### src/rtl/picn_pkg.sv
`timescale 1ns / 1ps
// ----------------------------------------------------------------------------
// picn_pkg
// Shared types and constants for the planar image to pixel index decoder.
// ----------------------------------------------------------------------------
package picn_pkg;

  // default limits on the decoded image size
  localparam int MAX_WIDTH_DEF  = 640;
  localparam int MAX_HEIGHT_DEF = 400;

  // header length in bytes: width-1, height-1, two unused bytes
  localparam int HEADER_LEN = 6;

  // fixed result field widths
  localparam int KIND_W   = 2;
  localparam int GROUP_W  = 32;
  localparam int COUNT_W  = 4;
  localparam int IMG_W_W  = 10;
  localparam int IMG_H_W  = 9;

  // packed output tdata width, rounded up to whole bytes
  localparam int OUT_FIELDS_W = GROUP_W + COUNT_W + IMG_W_W + IMG_H_W;
  localparam int OUT_TDATA_W  = ((OUT_FIELDS_W + 7) / 8) * 8;

  // result kinds
  typedef enum logic [KIND_W-1:0] {
    KIND_PIXELS = 2'd0,
    KIND_DIMS   = 2'd1,
    KIND_ERROR  = 2'd2
  } result_kind_t;

  // parse phase
  typedef enum logic [1:0] {
    PH_HEADER = 2'd0,
    PH_PIXELS = 2'd1,
    PH_DONE   = 2'd2
  } parse_phase_t;

  // the four plane bytes of one column
  typedef struct packed {
    logic [7:0] intens;
    logic [7:0] red;
    logic [7:0] green;
    logic [7:0] blue;
  } planes_t;

endpackage

### src/rtl/picn_expand.sv
`timescale 1ns / 1ps
// ----------------------------------------------------------------------------
// picn_expand
// Planar to chunky conversion of one column: eight 4-bit indices, leftmost
// pixel from bit 7 of each plane, placed in the top nibble.
// ----------------------------------------------------------------------------
module picn_expand
  import picn_pkg::*;
(
  input  planes_t              planes,
  input  logic [COUNT_W-1:0]   count,
  output logic [GROUP_W-1:0]   group
);

  // nibbles at or beyond the count stay zero
  always_comb begin
    group = '0;
    for (int k = 0; k < 8; k++) begin
      if (4'(k) < count) begin
        group[GROUP_W-1-4*k -: 4] = {planes.intens[7-k], planes.red[7-k],
                                     planes.green[7-k], planes.blue[7-k]};
      end
    end
  end

endmodule

### src/rtl/planar_icn_to_pixel_index_top.sv
`timescale 1ns / 1ps
// ----------------------------------------------------------------------------
// planar_icn_to_pixel_index_top
// Four-plane planar image file decoder producing packed 4-bit pixel indices.
// ----------------------------------------------------------------------------
// Input stream: one file byte per transfer. in_tuser flags the first byte of
// a file, which restarts the parse; file_size is sampled with that byte.
// The 6-byte header gives width-1 and height-1 (little endian). At its last
// byte one result is sent: dimensions, or an error after which bytes are
// dropped until the next file start. Blue, green and red bytes of a row are
// kept in three row buffers; each intensity byte produces one pixel group.
// Bytes that produce no result are absorbed without an output transfer.
// Throughput: one byte per cycle unless the output stalls. Latency: a result
// appears on the output register the cycle after its byte is taken. The row
// buffer read for a group is done at the accepting edge, so only the output
// register sits between a byte and its result.
// Stalls: while out_tvalid is high and out_tready low, in_tready drops; no
// transfer is lost. Reset clears the parse state and the output valid; the
// row buffers need no clearing, each column is written before it is read.
// ----------------------------------------------------------------------------
module planar_icn_to_pixel_index_top
  import picn_pkg::*;
#(
  parameter int MAX_WIDTH  = MAX_WIDTH_DEF,
  parameter int MAX_HEIGHT = MAX_HEIGHT_DEF
) (
  input  logic                    clk,
  input  logic                    rst_n,
  // input stream
  input  logic                    in_tvalid,
  output logic                    in_tready,
  input  logic [31:0]             in_tdata,   // [7:0] data_byte, [31:8] file_size
  input  logic                    in_tuser,   // [0] start_of_file
  // result stream
  output logic                    out_tvalid,
  input  logic                    out_tready,
  output logic [OUT_TDATA_W-1:0]  out_tdata,  // [31:0] pixel_group, [35:32] pixel_count,
                                              // [45:36] image_width, [54:46] image_height
  output logic [KIND_W-1:0]       out_tuser,  // [1:0] result_kind
  output logic                    out_tlast   // last_of_image
);

  localparam int RB_MAX = (MAX_WIDTH + 7) / 8;
  localparam int RB_AW  = (RB_MAX > 1) ? $clog2(RB_MAX) : 1;
  localparam int W_W    = $clog2(MAX_WIDTH + 1);
  localparam int H_W    = $clog2(MAX_HEIGHT + 1);

  // parse state
  parse_phase_t     phase_r, phase_nxt;
  logic [2:0]       pos_r, pos_nxt;
  logic [7:0]       low_r, low_nxt;
  logic [W_W-1:0]   w_r, w_nxt;
  logic [H_W-1:0]   h_r, h_nxt;
  logic [23:0]      size_r, size_nxt;
  logic [H_W-1:0]   row_r, row_nxt;
  logic [1:0]       plane_r, plane_nxt;
  logic [RB_AW-1:0] col_r, col_nxt;
  logic             bad_r, bad_nxt;

  // row buffers, one per color plane
  logic [7:0] blue_mem  [RB_MAX];
  logic [7:0] green_mem [RB_MAX];
  logic [7:0] red_mem   [RB_MAX];

  // output register
  logic               out_valid_r, out_valid_nxt;
  result_kind_t       kind_r, kind_nxt;
  planes_t            planes_r;
  logic [COUNT_W-1:0] count_r, count_nxt;
  logic [IMG_W_W-1:0] wout_r, wout_nxt;
  logic [IMG_H_W-1:0] hout_r, hout_nxt;
  logic               last_r, last_nxt;

  // decode
  logic         in_xfer;
  logic [7:0]   in_byte;
  logic         sof;
  parse_phase_t phase_eff;
  logic [2:0]   pos_eff;
  logic         bad_eff;
  logic [23:0]  size_eff;
  logic [15:0]  raw;
  logic [16:0]  raw_p1;
  logic [15:0]  rb16;
  logic [31:0]  need32;
  logic         hdr_end, hdr_fail;
  logic         pix_act, pix_store, pix_emit;
  logic [15:0]  col_p1_16;
  logic         col_wrap;
  logic [15:0]  row_p1_16;
  logic         row_end;
  logic [15:0]  left16;
  logic [31:0]  w_ext, h_ext;

  assign in_tready = !out_valid_r || out_tready;
  assign in_xfer   = in_tvalid && in_tready;
  assign in_byte   = in_tdata[7:0];
  assign sof       = in_tuser;

  // shared decode of the current byte
  always_comb begin
    phase_eff = sof ? PH_HEADER : phase_r;
    pos_eff   = sof ? 3'd0 : pos_r;
    bad_eff   = sof ? 1'b0 : bad_r;
    size_eff  = sof ? in_tdata[31:8] : size_r;
    raw       = {in_byte, low_r};
    raw_p1    = {1'b0, raw} + 17'd1;
    rb16      = (16'(w_r) + 16'd7) >> 3;
    need32    = 32'(HEADER_LEN) + ((32'(rb16) * 32'(h_r)) << 2);
    hdr_end   = (phase_eff == PH_HEADER) && (pos_eff >= 3'd5);
    hdr_fail  = bad_eff || (32'(size_eff) < need32);
    col_p1_16 = 16'(col_r) + 16'd1;
    pix_act   = (phase_eff == PH_PIXELS) && (16'(col_r) < rb16);
    pix_store = pix_act && (plane_r != 2'd3);
    pix_emit  = pix_act && (plane_r == 2'd3);
    col_wrap  = col_p1_16 >= rb16;
    row_p1_16 = 16'(row_r) + 16'd1;
    row_end   = row_p1_16 >= 16'(h_r);
    left16    = 16'(w_r) - {13'(col_r), 3'b000};
  end

  // next phase
  always_comb begin
    phase_nxt = phase_r;
    if (in_xfer) begin
      phase_nxt = phase_eff;
      unique case (phase_eff)
        PH_HEADER: begin
          if (hdr_end) phase_nxt = hdr_fail ? PH_DONE : PH_PIXELS;
        end
        PH_PIXELS: begin
          if (!pix_act) phase_nxt = PH_DONE;
          else if (col_wrap && plane_r == 2'd3 && row_end) phase_nxt = PH_DONE;
        end
        PH_DONE: phase_nxt = PH_DONE;
        default: phase_nxt = PH_DONE;
      endcase
    end
  end

  // datapath and result
  always_comb begin
    pos_nxt    = pos_r;
    low_nxt    = low_r;
    w_nxt      = w_r;
    h_nxt      = h_r;
    size_nxt   = size_r;
    row_nxt    = row_r;
    plane_nxt  = plane_r;
    col_nxt    = col_r;
    bad_nxt    = bad_r;
    w_ext      = 32'(w_r);
    h_ext      = 32'(h_r);

    out_valid_nxt = out_valid_r && !out_tready;
    kind_nxt      = kind_r;
    count_nxt     = count_r;
    wout_nxt      = wout_r;
    hout_nxt      = hout_r;
    last_nxt      = last_r;

    if (in_xfer) begin
      // file start clears the header state
      if (sof) begin
        low_nxt  = '0;
        w_nxt    = '0;
        h_nxt    = '0;
        bad_nxt  = 1'b0;
        size_nxt = in_tdata[31:8];
      end
      if (phase_eff == PH_HEADER) begin
        pos_nxt = pos_eff + 3'd1;
        case (pos_eff)
          3'd0, 3'd2: low_nxt = in_byte;
          3'd1: begin
            if (raw >= 16'(MAX_WIDTH)) begin
              bad_nxt = 1'b1;
              w_nxt   = '0;
            end else begin
              w_nxt = raw_p1[W_W-1:0];
            end
          end
          3'd3: begin
            if (raw >= 16'(MAX_HEIGHT)) begin
              bad_nxt = 1'b1;
              h_nxt   = '0;
            end else begin
              h_nxt = raw_p1[H_W-1:0];
            end
          end
          default: ;
        endcase
        if (hdr_end) begin
          out_valid_nxt = 1'b1;
          count_nxt     = '0;
          last_nxt      = 1'b0;
          if (hdr_fail) begin
            kind_nxt = KIND_ERROR;
            wout_nxt = '0;
            hout_nxt = '0;
          end else begin
            kind_nxt  = KIND_DIMS;
            wout_nxt  = w_ext[IMG_W_W-1:0];
            hout_nxt  = h_ext[IMG_H_W-1:0];
            row_nxt   = '0;
            plane_nxt = '0;
            col_nxt   = '0;
          end
        end
      end else if (pix_act) begin
        if (pix_emit) begin
          out_valid_nxt = 1'b1;
          kind_nxt      = KIND_PIXELS;
          count_nxt     = (left16 < 16'd8) ? left16[COUNT_W-1:0] : 4'd8;
          wout_nxt      = '0;
          hout_nxt      = '0;
          last_nxt      = row_end && (col_p1_16 == rb16);
        end
        // column, plane and row advance
        if (col_wrap) begin
          col_nxt = '0;
          if (plane_r == 2'd3) begin
            plane_nxt = '0;
            row_nxt   = row_p1_16[H_W-1:0];
          end else begin
            plane_nxt = plane_r + 2'd1;
          end
        end else begin
          col_nxt = col_p1_16[RB_AW-1:0];
        end
      end
    end
  end

  // control registers
  always_ff @(posedge clk) begin
    if (!rst_n) begin
      phase_r     <= PH_HEADER;
      pos_r       <= '0;
      low_r       <= '0;
      w_r         <= '0;
      h_r         <= '0;
      size_r      <= '0;
      row_r       <= '0;
      plane_r     <= '0;
      col_r       <= '0;
      bad_r       <= 1'b0;
      out_valid_r <= 1'b0;
    end else begin
      phase_r     <= phase_nxt;
      pos_r       <= pos_nxt;
      low_r       <= low_nxt;
      w_r         <= w_nxt;
      h_r         <= h_nxt;
      size_r      <= size_nxt;
      row_r       <= row_nxt;
      plane_r     <= plane_nxt;
      col_r       <= col_nxt;
      bad_r       <= bad_nxt;
      out_valid_r <= out_valid_nxt;
    end
  end

  // result payload
  always_ff @(posedge clk) begin
    kind_r  <= kind_nxt;
    count_r <= count_nxt;
    wout_r  <= wout_nxt;
    hout_r  <= hout_nxt;
    last_r  <= last_nxt;
  end

  // row buffer writes
  always_ff @(posedge clk) begin
    if (in_xfer && pix_store && plane_r == 2'd0) blue_mem[col_r] <= in_byte;
  end

  always_ff @(posedge clk) begin
    if (in_xfer && pix_store && plane_r == 2'd1) green_mem[col_r] <= in_byte;
  end

  always_ff @(posedge clk) begin
    if (in_xfer && pix_store && plane_r == 2'd2) red_mem[col_r] <= in_byte;
  end

  // row buffer reads and intensity capture on an intensity byte
  always_ff @(posedge clk) begin
    if (in_xfer && pix_emit) begin
      planes_r.intens <= in_byte;
      planes_r.blue   <= blue_mem[col_r];
      planes_r.green  <= green_mem[col_r];
      planes_r.red    <= red_mem[col_r];
    end
  end

  logic [GROUP_W-1:0] group;

  picn_expand u_expand (
    .planes (planes_r),
    .count  (count_r),
    .group  (group)
  );

  assign out_tvalid = out_valid_r;
  assign out_tuser  = kind_r;
  assign out_tlast  = last_r;
  assign out_tdata  = {{(OUT_TDATA_W - OUT_FIELDS_W){1'b0}}, hout_r, wout_r, count_r, group};

endmodule

### config.mk
export PLATFORM = sky130hd
export DESIGN_NAME = planar_icn_to_pixel_index_top
export DESIGN_NICKNAME = d
export VERILOG_FILES = /design/src/rtl/picn_pkg.sv /design/src/rtl/picn_expand.sv /design/src/rtl/planar_icn_to_pixel_index_top.sv
export SDC_FILE = /design/constraint.sdc
export NUM_CORES = 2
export LEC_CHECK = 0
export BUFFER_PORTS_ARGS = -buffer_cell sky130_fd_sc_hd__buf_2
export CAP_MARGIN = 5
export CORE_MARGIN = 2
export CORE_UTILIZATION = 51
export CTS_CLUSTER_SIZE = 28
export DETAILED_ROUTE_END_ITERATION = 6
export GPL_TIMING_DRIVEN = 0
export PLACE_DENSITY = 0.67
export SYNTH_ARGS = -nofsm -noshare
export SYNTH_HDL_FRONTEND = slang
export SYNTH_HIERARCHICAL = 1
export SYNTH_SLANG_ARGS = --single-unit
### constraint.sdc
create_clock -name clk -period 17 [get_ports clk]
set_input_delay 2.55 -clock clk [delete_from_list [all_inputs] [get_ports clk]]
set_output_delay 2.55 -clock clk [all_outputs]
set_load 0.05 [all_outputs]
======== Yosys cells after proc, flatten, opt, wreduce, memory -nomap -nowiden ========
Memory sizes are Yosys's and may differ from the RTL's. A register that Yosys moved wholly into a read port is not among the register bits.
Index checks and enable logic that the tools add are counted.
cells by class
  $add $sub $neg .......................... 8
  $mul .................................... 1
  order comparisons ....................... 16
  equal/unequal tests ..................... 11
  muxes and demuxes ....................... 83
  reduce and logical (&&, ||, !) cells .... 31
operators with widths
  cell                                                                 count
  two-way mux 9 bit                                                    15
  two-way mux 10 bit                                                   9
  two-way mux 4 bit                                                    13
  two-way mux 7 bit                                                    5
  two-way mux 2 bit                                                    15
  < comparator 24 x 20 -> 1 bit                                        1
  two-way mux 24 bit                                                   1
  two-way mux 8 bit                                                    3
  adder 3 x 19 -> 20 bit, first input constant                         1
  two-way mux 1 bit                                                    19
  multiplier 8 x 9 -> 17 bit                                           1
  greater-or-equal comparator 16 x 10 -> 1 bit, second input constant  1
  greater-or-equal comparator 16 x 9 -> 1 bit, second input constant   1
  < comparator 16 x 4 -> 1 bit, second input constant                  1
  < comparator 3 x 4 -> 1 bit, first input constant                    4
  logical AND 1 bit                                                    14
  adder 10 x 3 -> 11 bit, second input constant                        1
  subtractor 10 x 10 -> 11 bit                                         1
  adder 10 x 1 -> 10 bit, second input constant                        1
  adder 9 x 1 -> 10 bit, second input constant                         1
  greater-or-equal comparator 10 x 9 -> 1 bit                          1
  adder 7 x 1 -> 8 bit, second input constant                          1
  equality test 8 bit                                                  1
  greater-or-equal comparator 8 bit                                    1
  other kinds (24)                                                     38
storage, ports and cells
  register bits after elaboration ......... 110
  bits in writable memories ............... 1920
  bits of input ports ..................... 37
  output and inout bits ................... 61
  word-level logic and storage cells ...... 170
  memories kept ........................... 3
memory list
  name       words  width  read ports  clocked after memory_dff  write ports  RTL line                             source
  blue_mem   80     8      1           1                         1            planar_icn_to_pixel_index_top.sv:61  logic [7:0] blue_mem [RB_MAX];
  green_mem  80     8      1           1                         1            planar_icn_to_pixel_index_top.sv:62  logic [7:0] green_mem [RB_MAX];
  red_mem    80     8      1           1                         1            planar_icn_to_pixel_index_top.sv:63  logic [7:0] red_mem [RB_MAX];

======== Depth between registers and ports, before layout ========
  word-level depth ........................ 8
  mapped depth ............................ 33
  depth with buffers taken out ............ 31

======== Hierarchy ========
The synthesis kept the hierarchy.
modules (own cells, without submodules)
  module                         times used  cells each  area an instance (µm²)  seq. area each (µm²)
  planar_icn_to_pixel_index_top  1           5025        80749.9                 60898.4
  picn_expand                    1           40          269.0                   0.0

======== Least setup slack after synthesis ========
No wires, ideal clock.
  path kind ............................... register to register
  from .................................... register w_r[0]
  to ...................................... register hout_r[0], data pin
  library setup time ...................... 255 ps
  arrival ................................. 7004 ps
  data required time ...................... 16745 ps
  setup slack ............................. 9741 ps
  stages on the path, launching flop included .. 30
  buffers on the path ..................... 2
  clock period less this slack ............ 7259 ps
  cells stage by stage .................... dfxtp_1 > o31a_1 > buf_4 > and4_1 > and3_1 > xor2_1 > nand2_1 > fa_1 > fa_1 > inv_1 > fa_1 > fa_1 > ha_1 > a2111oi_0 > o21ai_0 > a21oi_1 > xor2_1 > or4_1 > nor3_1 > nand3_1 > xor2_1 > ha_1 > nand3_1 > nand4_1 > nor2_1 > o21ai_0 > a21oi_1 > a21oi_1 > clkbuf_1 > and3_1
on the way
  word-level cells in the longest chain between the ends .. 8
ends and longest elaborated chain
  what                           RTL line                              source
  from (decl)                    planar_icn_to_pixel_index_top.sv:52   logic [W_W-1:0] w_r, w_nxt;
  from (signal assigned)         planar_icn_to_pixel_index_top.sv:253  w_r <= w_nxt;
  adder 10 x 3 -> 11 bit         planar_icn_to_pixel_index_top.sv:108  rb16 = (16'(w_r) + 16'd7) >> 3;
  multiplier 8 x 9 -> 17 bit     planar_icn_to_pixel_index_top.sv:109  need32 = 32'(HEADER_LEN) + ((32'(rb16) * 32'(h_r)) << 2);
  adder 3 x 19 -> 20 bit         planar_icn_to_pixel_index_top.sv:109
  < comparator 24 x 20 -> 1 bit  planar_icn_to_pixel_index_top.sv:111  hdr_fail = bad_eff || (32'(size_eff) < need32);
  logical OR 1 bit               planar_icn_to_pixel_index_top.sv:111
  two-way mux 9 bit              planar_icn_to_pixel_index_top.sv:197  if (hdr_fail) begin
  two-way mux 9 bit              planar_icn_to_pixel_index_top.sv:193  if (hdr_end) begin
  two-way mux 9 bit              planar_icn_to_pixel_index_top.sv:171  if (phase_eff == PH_HEADER) begin
  to (signal assigned)           planar_icn_to_pixel_index_top.sv:269  hout_r <= hout_nxt;
  to (decl)                      planar_icn_to_pixel_index_top.sv:71   logic [IMG_H_W-1:0] hout_r, hout_nxt;
No other way between the ends. The select of a mux whose other input is x is not followed.
A chain may end at the register's enable or synchronous reset.

======== Final worst setup path ========
  from .................................... register w_r[0]
  to ...................................... register wout_r[6], data pin
on the way
  word-level cells in the longest chain between the ends .. 8
ends and longest elaborated chain
  what                           RTL line                              source
  adder 10 x 3 -> 11 bit         planar_icn_to_pixel_index_top.sv:108
  multiplier 8 x 9 -> 17 bit     planar_icn_to_pixel_index_top.sv:109
  adder 3 x 19 -> 20 bit         planar_icn_to_pixel_index_top.sv:109
  < comparator 24 x 20 -> 1 bit  planar_icn_to_pixel_index_top.sv:111
  logical OR 1 bit               planar_icn_to_pixel_index_top.sv:111
  two-way mux 10 bit             planar_icn_to_pixel_index_top.sv:197
  two-way mux 10 bit             planar_icn_to_pixel_index_top.sv:193
  two-way mux 10 bit             planar_icn_to_pixel_index_top.sv:171
  to (signal assigned)           planar_icn_to_pixel_index_top.sv:268  wout_r <= wout_nxt;
  to (decl)                      planar_icn_to_pixel_index_top.sv:70   logic [IMG_W_W-1:0] wout_r, wout_nxt;
No other way between the ends. The select of a mux whose other input is x is not followed.

==> metrics <==
status finished with violations; failing checks DRC, capacitance limit, slew limit; WP data required 17580 ps; largest net degree at the start of global routing 165; crit start category flop; first-pass GRT wire length between 400000 and 500000 µm; CORE AREA 158000 µm²; All-Layer GR Usage about 37%; # setup viols final 0; placed instance count 7299; syn avg cell area 16.00 µm²; Leak Pwr 0.02888 µW; initial antenna violation count 18; crit path kind reg2reg; # fillers 11910; final wirelength 302300 µm; largest family of logic cells by synthesized area compound AO/OA/AOI/OAI gates; fin crit period between 8000 and 9000 ps; number of synthesized flops with an enable pin 1978; power consumption about 10000 µW; Worst Clk Skew 62.86 ps; Final Wtd Congestion 1.007; CTS buffer count 198; final period utilization 52.90%; HPWL after DPL 201100 µm; Clk Latency, worst-skew pair about 900 ps; PortBufs 95; CTS tree yes; WP data arrival 9570 ps; Final TNS setup 0 ps; post_cts resized 0; Worst path slowest cell or4_1; f_max 111.2 MHz; Synth Area in Adders 2.607%; DRC 3; CTS root buffer clkbuf_16; max-cap violations 5; cts-stage hold buffer count 0; Post-CTS Setup Repair Bufs 0; vias per inst approximately 7.0; actual slew at the worst max-slew pin approximately 1600 ps; CP max stage delay 540 ps; chip width roughly 400 µm; Nets 5618; CTS sink cnt 2053; peak supply drop roughly 0.09 mV; H-tree levels 4; Worst Path Max Fanout 10; syn_nets ~5200; Clk pin slew, worst setup/hold paths 60 ps; Hold Slack 453.8 ps; Starting DRT DRC Count 11150; share of cells above drive strength 1 14.06%; Die H 402.6 µm; final hold vios 0; Unique masters post-synth 75; Min-Delay Path Class reg2reg; Slew headroom -9.208%; sequential-to-total area share from yosys stat 75.17%; Crit. End Element flop; mux cell area share after synthesis around 1.9%; PnR worst setup slack approximately 8000 ps; pwr dens 109.9 nW/µm²; Synth async-reset ratio 0%; via count ~54000; initial core utilization 51.27%; grt ovf 0; full die area approximately 160000 µm²; Synth Area in Simple Gates between 5 and 6%; Max Buffers Root-to-Sink 3; register bit total from synthesis 2053; XOR/XNOR Fraction of Synth Area 0.5838%; ys flop type edfxtp_1; Routed wire per std cell 39.33 µm; Layout Cells excl Fill between 7000 and 8000; vias in the first global route 50010; crit-path most repeated cell fa_1; fin. max-slew vios 27; Place WS roughly 8000 ps; post-synthesis compound-gate area fraction around 12%; area delta synth->final 13.23%; Pre-antenna DRT Iters 7; cell row count between 100 and 150; post-route antenna net violation count 0; Synth Warn # 6; RSZ-0062 raised after global routing no; IO Pins 98; cells after synthesis 5065; mapped cell area 81020 µm²
==> power by group <==
group	internal (µW)	switching (µW)	total [µW]	leakage [µW]
Sequential	5540	3.85	5550	0.0184
Combinational	28.9	121	150	0.00740
Clock	2390	1990	4380	0.00311
==> per-stage QoR <==
stage	util [%]	area [µm²]
global placement	53.21	84090
global route	58.04	91720
CTS	57.94	91550
detailed placement	53.90	85160
finish	58.06	91740
floorplan	-	81020
==> synth_stat cells, drive strengths merged (3+ instances only) <==
cell type / n / area share, %
a221oi: 64 / 0.69
o21ai: 117 / 0.72
xnor2: 31 / 0.34
and2b: 3 / 0.028
o2111ai: 15 / 0.16
nand3: 70 / 0.43
a41oi: 46 / 0.50
mux4: 33 / 0.92
nor2b: 26 / 0.20
a31oi: 5 / 0.039
a31o: 6 / 0.065
a21oi: 186 / 1.2
a22oi: 760 / 7.0
and2: 23 / 0.18
fa: 43 / 1.1
nand2b: 5 / 0.039
a21o: 17 / 0.16
a32o: 3 / 0.037
or3: 9 / 0.069
nor4: 9 / 0.077
edfxtp: 1978 / 73
ha: 100 / 1.5
buf: 181 / 1.2
o211ai: 8 / 0.074
o21a: 5 / 0.046
inv: 92 / 0.43
mux2: 27 / 0.38
a22o: 55 / 0.59
and3: 33 / 0.25
nor2: 257 / 1.2
xor2: 23 / 0.25
nand2: 207 / 0.96
or2: 3 / 0.023
a211oi: 4 / 0.043
dfxtp: 75 / 1.9
clkbuf: 151 / 0.70
nor3: 153 / 1.0
mux2i: 50 / 0.62
nand4: 162 / 1.3
==> cells in the final DEF, fill, tap and decap left out, types with 15 or more instances in the layout <==
| cell type | instances |
|---|---|
| nand4_1 | 162 |
| edfxtp_1 | 1978 |
| nor3_2 | 68 |
| and2_1 | 21 |
| a21o_1 | 17 |
| mux4_2 | 33 |
| o21ai_0 | 96 |
| nand3_1 | 70 |
| ha_1 | 100 |
| clkinv_1 | 49 |
| mux2i_1 | 50 |
| o2111ai_1 | 15 |
| inv_1 | 87 |
| xor2_1 | 23 |
| nand2_1 | 207 |
| a21oi_1 | 184 |
| a41oi_1 | 46 |
| clkinv_2 | 43 |
| o21ai_1 | 21 |
| and3_1 | 33 |
| clkbuf_1 | 177 |
| xnor2_1 | 31 |
| clkbuf_16 | 200 |
| dfxtp_1 | 75 |
| mux2_2 | 27 |
| a22o_1 | 55 |
| nor3_1 | 78 |
| buf_2 | 261 |
| nor2b_1 | 26 |
| buf_4 | 37 |
| fa_1 | 43 |
| a221oi_1 | 64 |
| buf_1 | 16 |
| a22oi_1 | 760 |
| nor2_1 | 256 |
==> path summary, 6_finish.rpt <==
check,from,endpoint,slack [ps],cells after the start
hold / removal,size_r[13],size_r[13],450,2
setup reg to reg,w_r[0],wout_r[6],8010,29
setup / recovery,w_r[0],wout_r[6],8010,29
hold reg to reg,size_r[13],size_r[13],450,2
==> per-layer routing <==
layer | share of wire (%) | wire [µm] | track usage [%] | vias to the layer above
li1 | - | - | - | 21190
met1 | 34 | 104100 | 47.58 | 26820
met2 | 42 | 127600 | 52.30 | 5033
met3 | 17 | 50770 | 15.96 | 949
met4 | 6.5 | 19660 | 19.81 | 26
met5 | 0.068 | 207 | 0.02974 | -
==> worst max-delay path: cells and delay by family, from the launching register on <==
family                   cells  cell delay, ps
AO/OA/AOI/OAI                7            2100
XOR/XNOR                     3             790
adder cells (fa/ha/maj)      6            2420
buffers and inverters        3             790
flip-flops                   1             360
AND/OR/NAND/NOR             10            2250
==> area by class of cell <==
type	instances	area, µm²	area share (%)
Antenna cell	11	27.53	0.03000
Sequential cell	2053	60900	66.38
Buffer	332	1535	1.673
Tap cell	2072	2592	2.826
Timing Repair Buffer	173	1361	1.484
Inverter	93	351.6	0.3832
Clock buffer	233	5149	5.612
Clock inverter	133	1236	1.347
Multi-Input combinational cell	2587	18590	20.26
==> flip-flops by register name, indices dropped and copies added (netlist names), 7 cells and up <==
register	count
blue_mem	640
low_r	8
green_mem	640
w_r	10
wout_r	10
size_r	23
col_r	7
hout_r	9
planes_r	32
row_r	9
h_r	9
red_mem	640
==> logic make-up after synthesis <==
kind of cell,Yosys count
AND/OR/NAND/NOR,967
XOR/XNOR,54
flip-flops,2053
other,1
AO/OA/AOI/OAI,1312
adder cells (fa/ha/maj),143
buffers and inverters,425
multiplexers,110
Note: power is estimated with default switching activity, not from simulation.
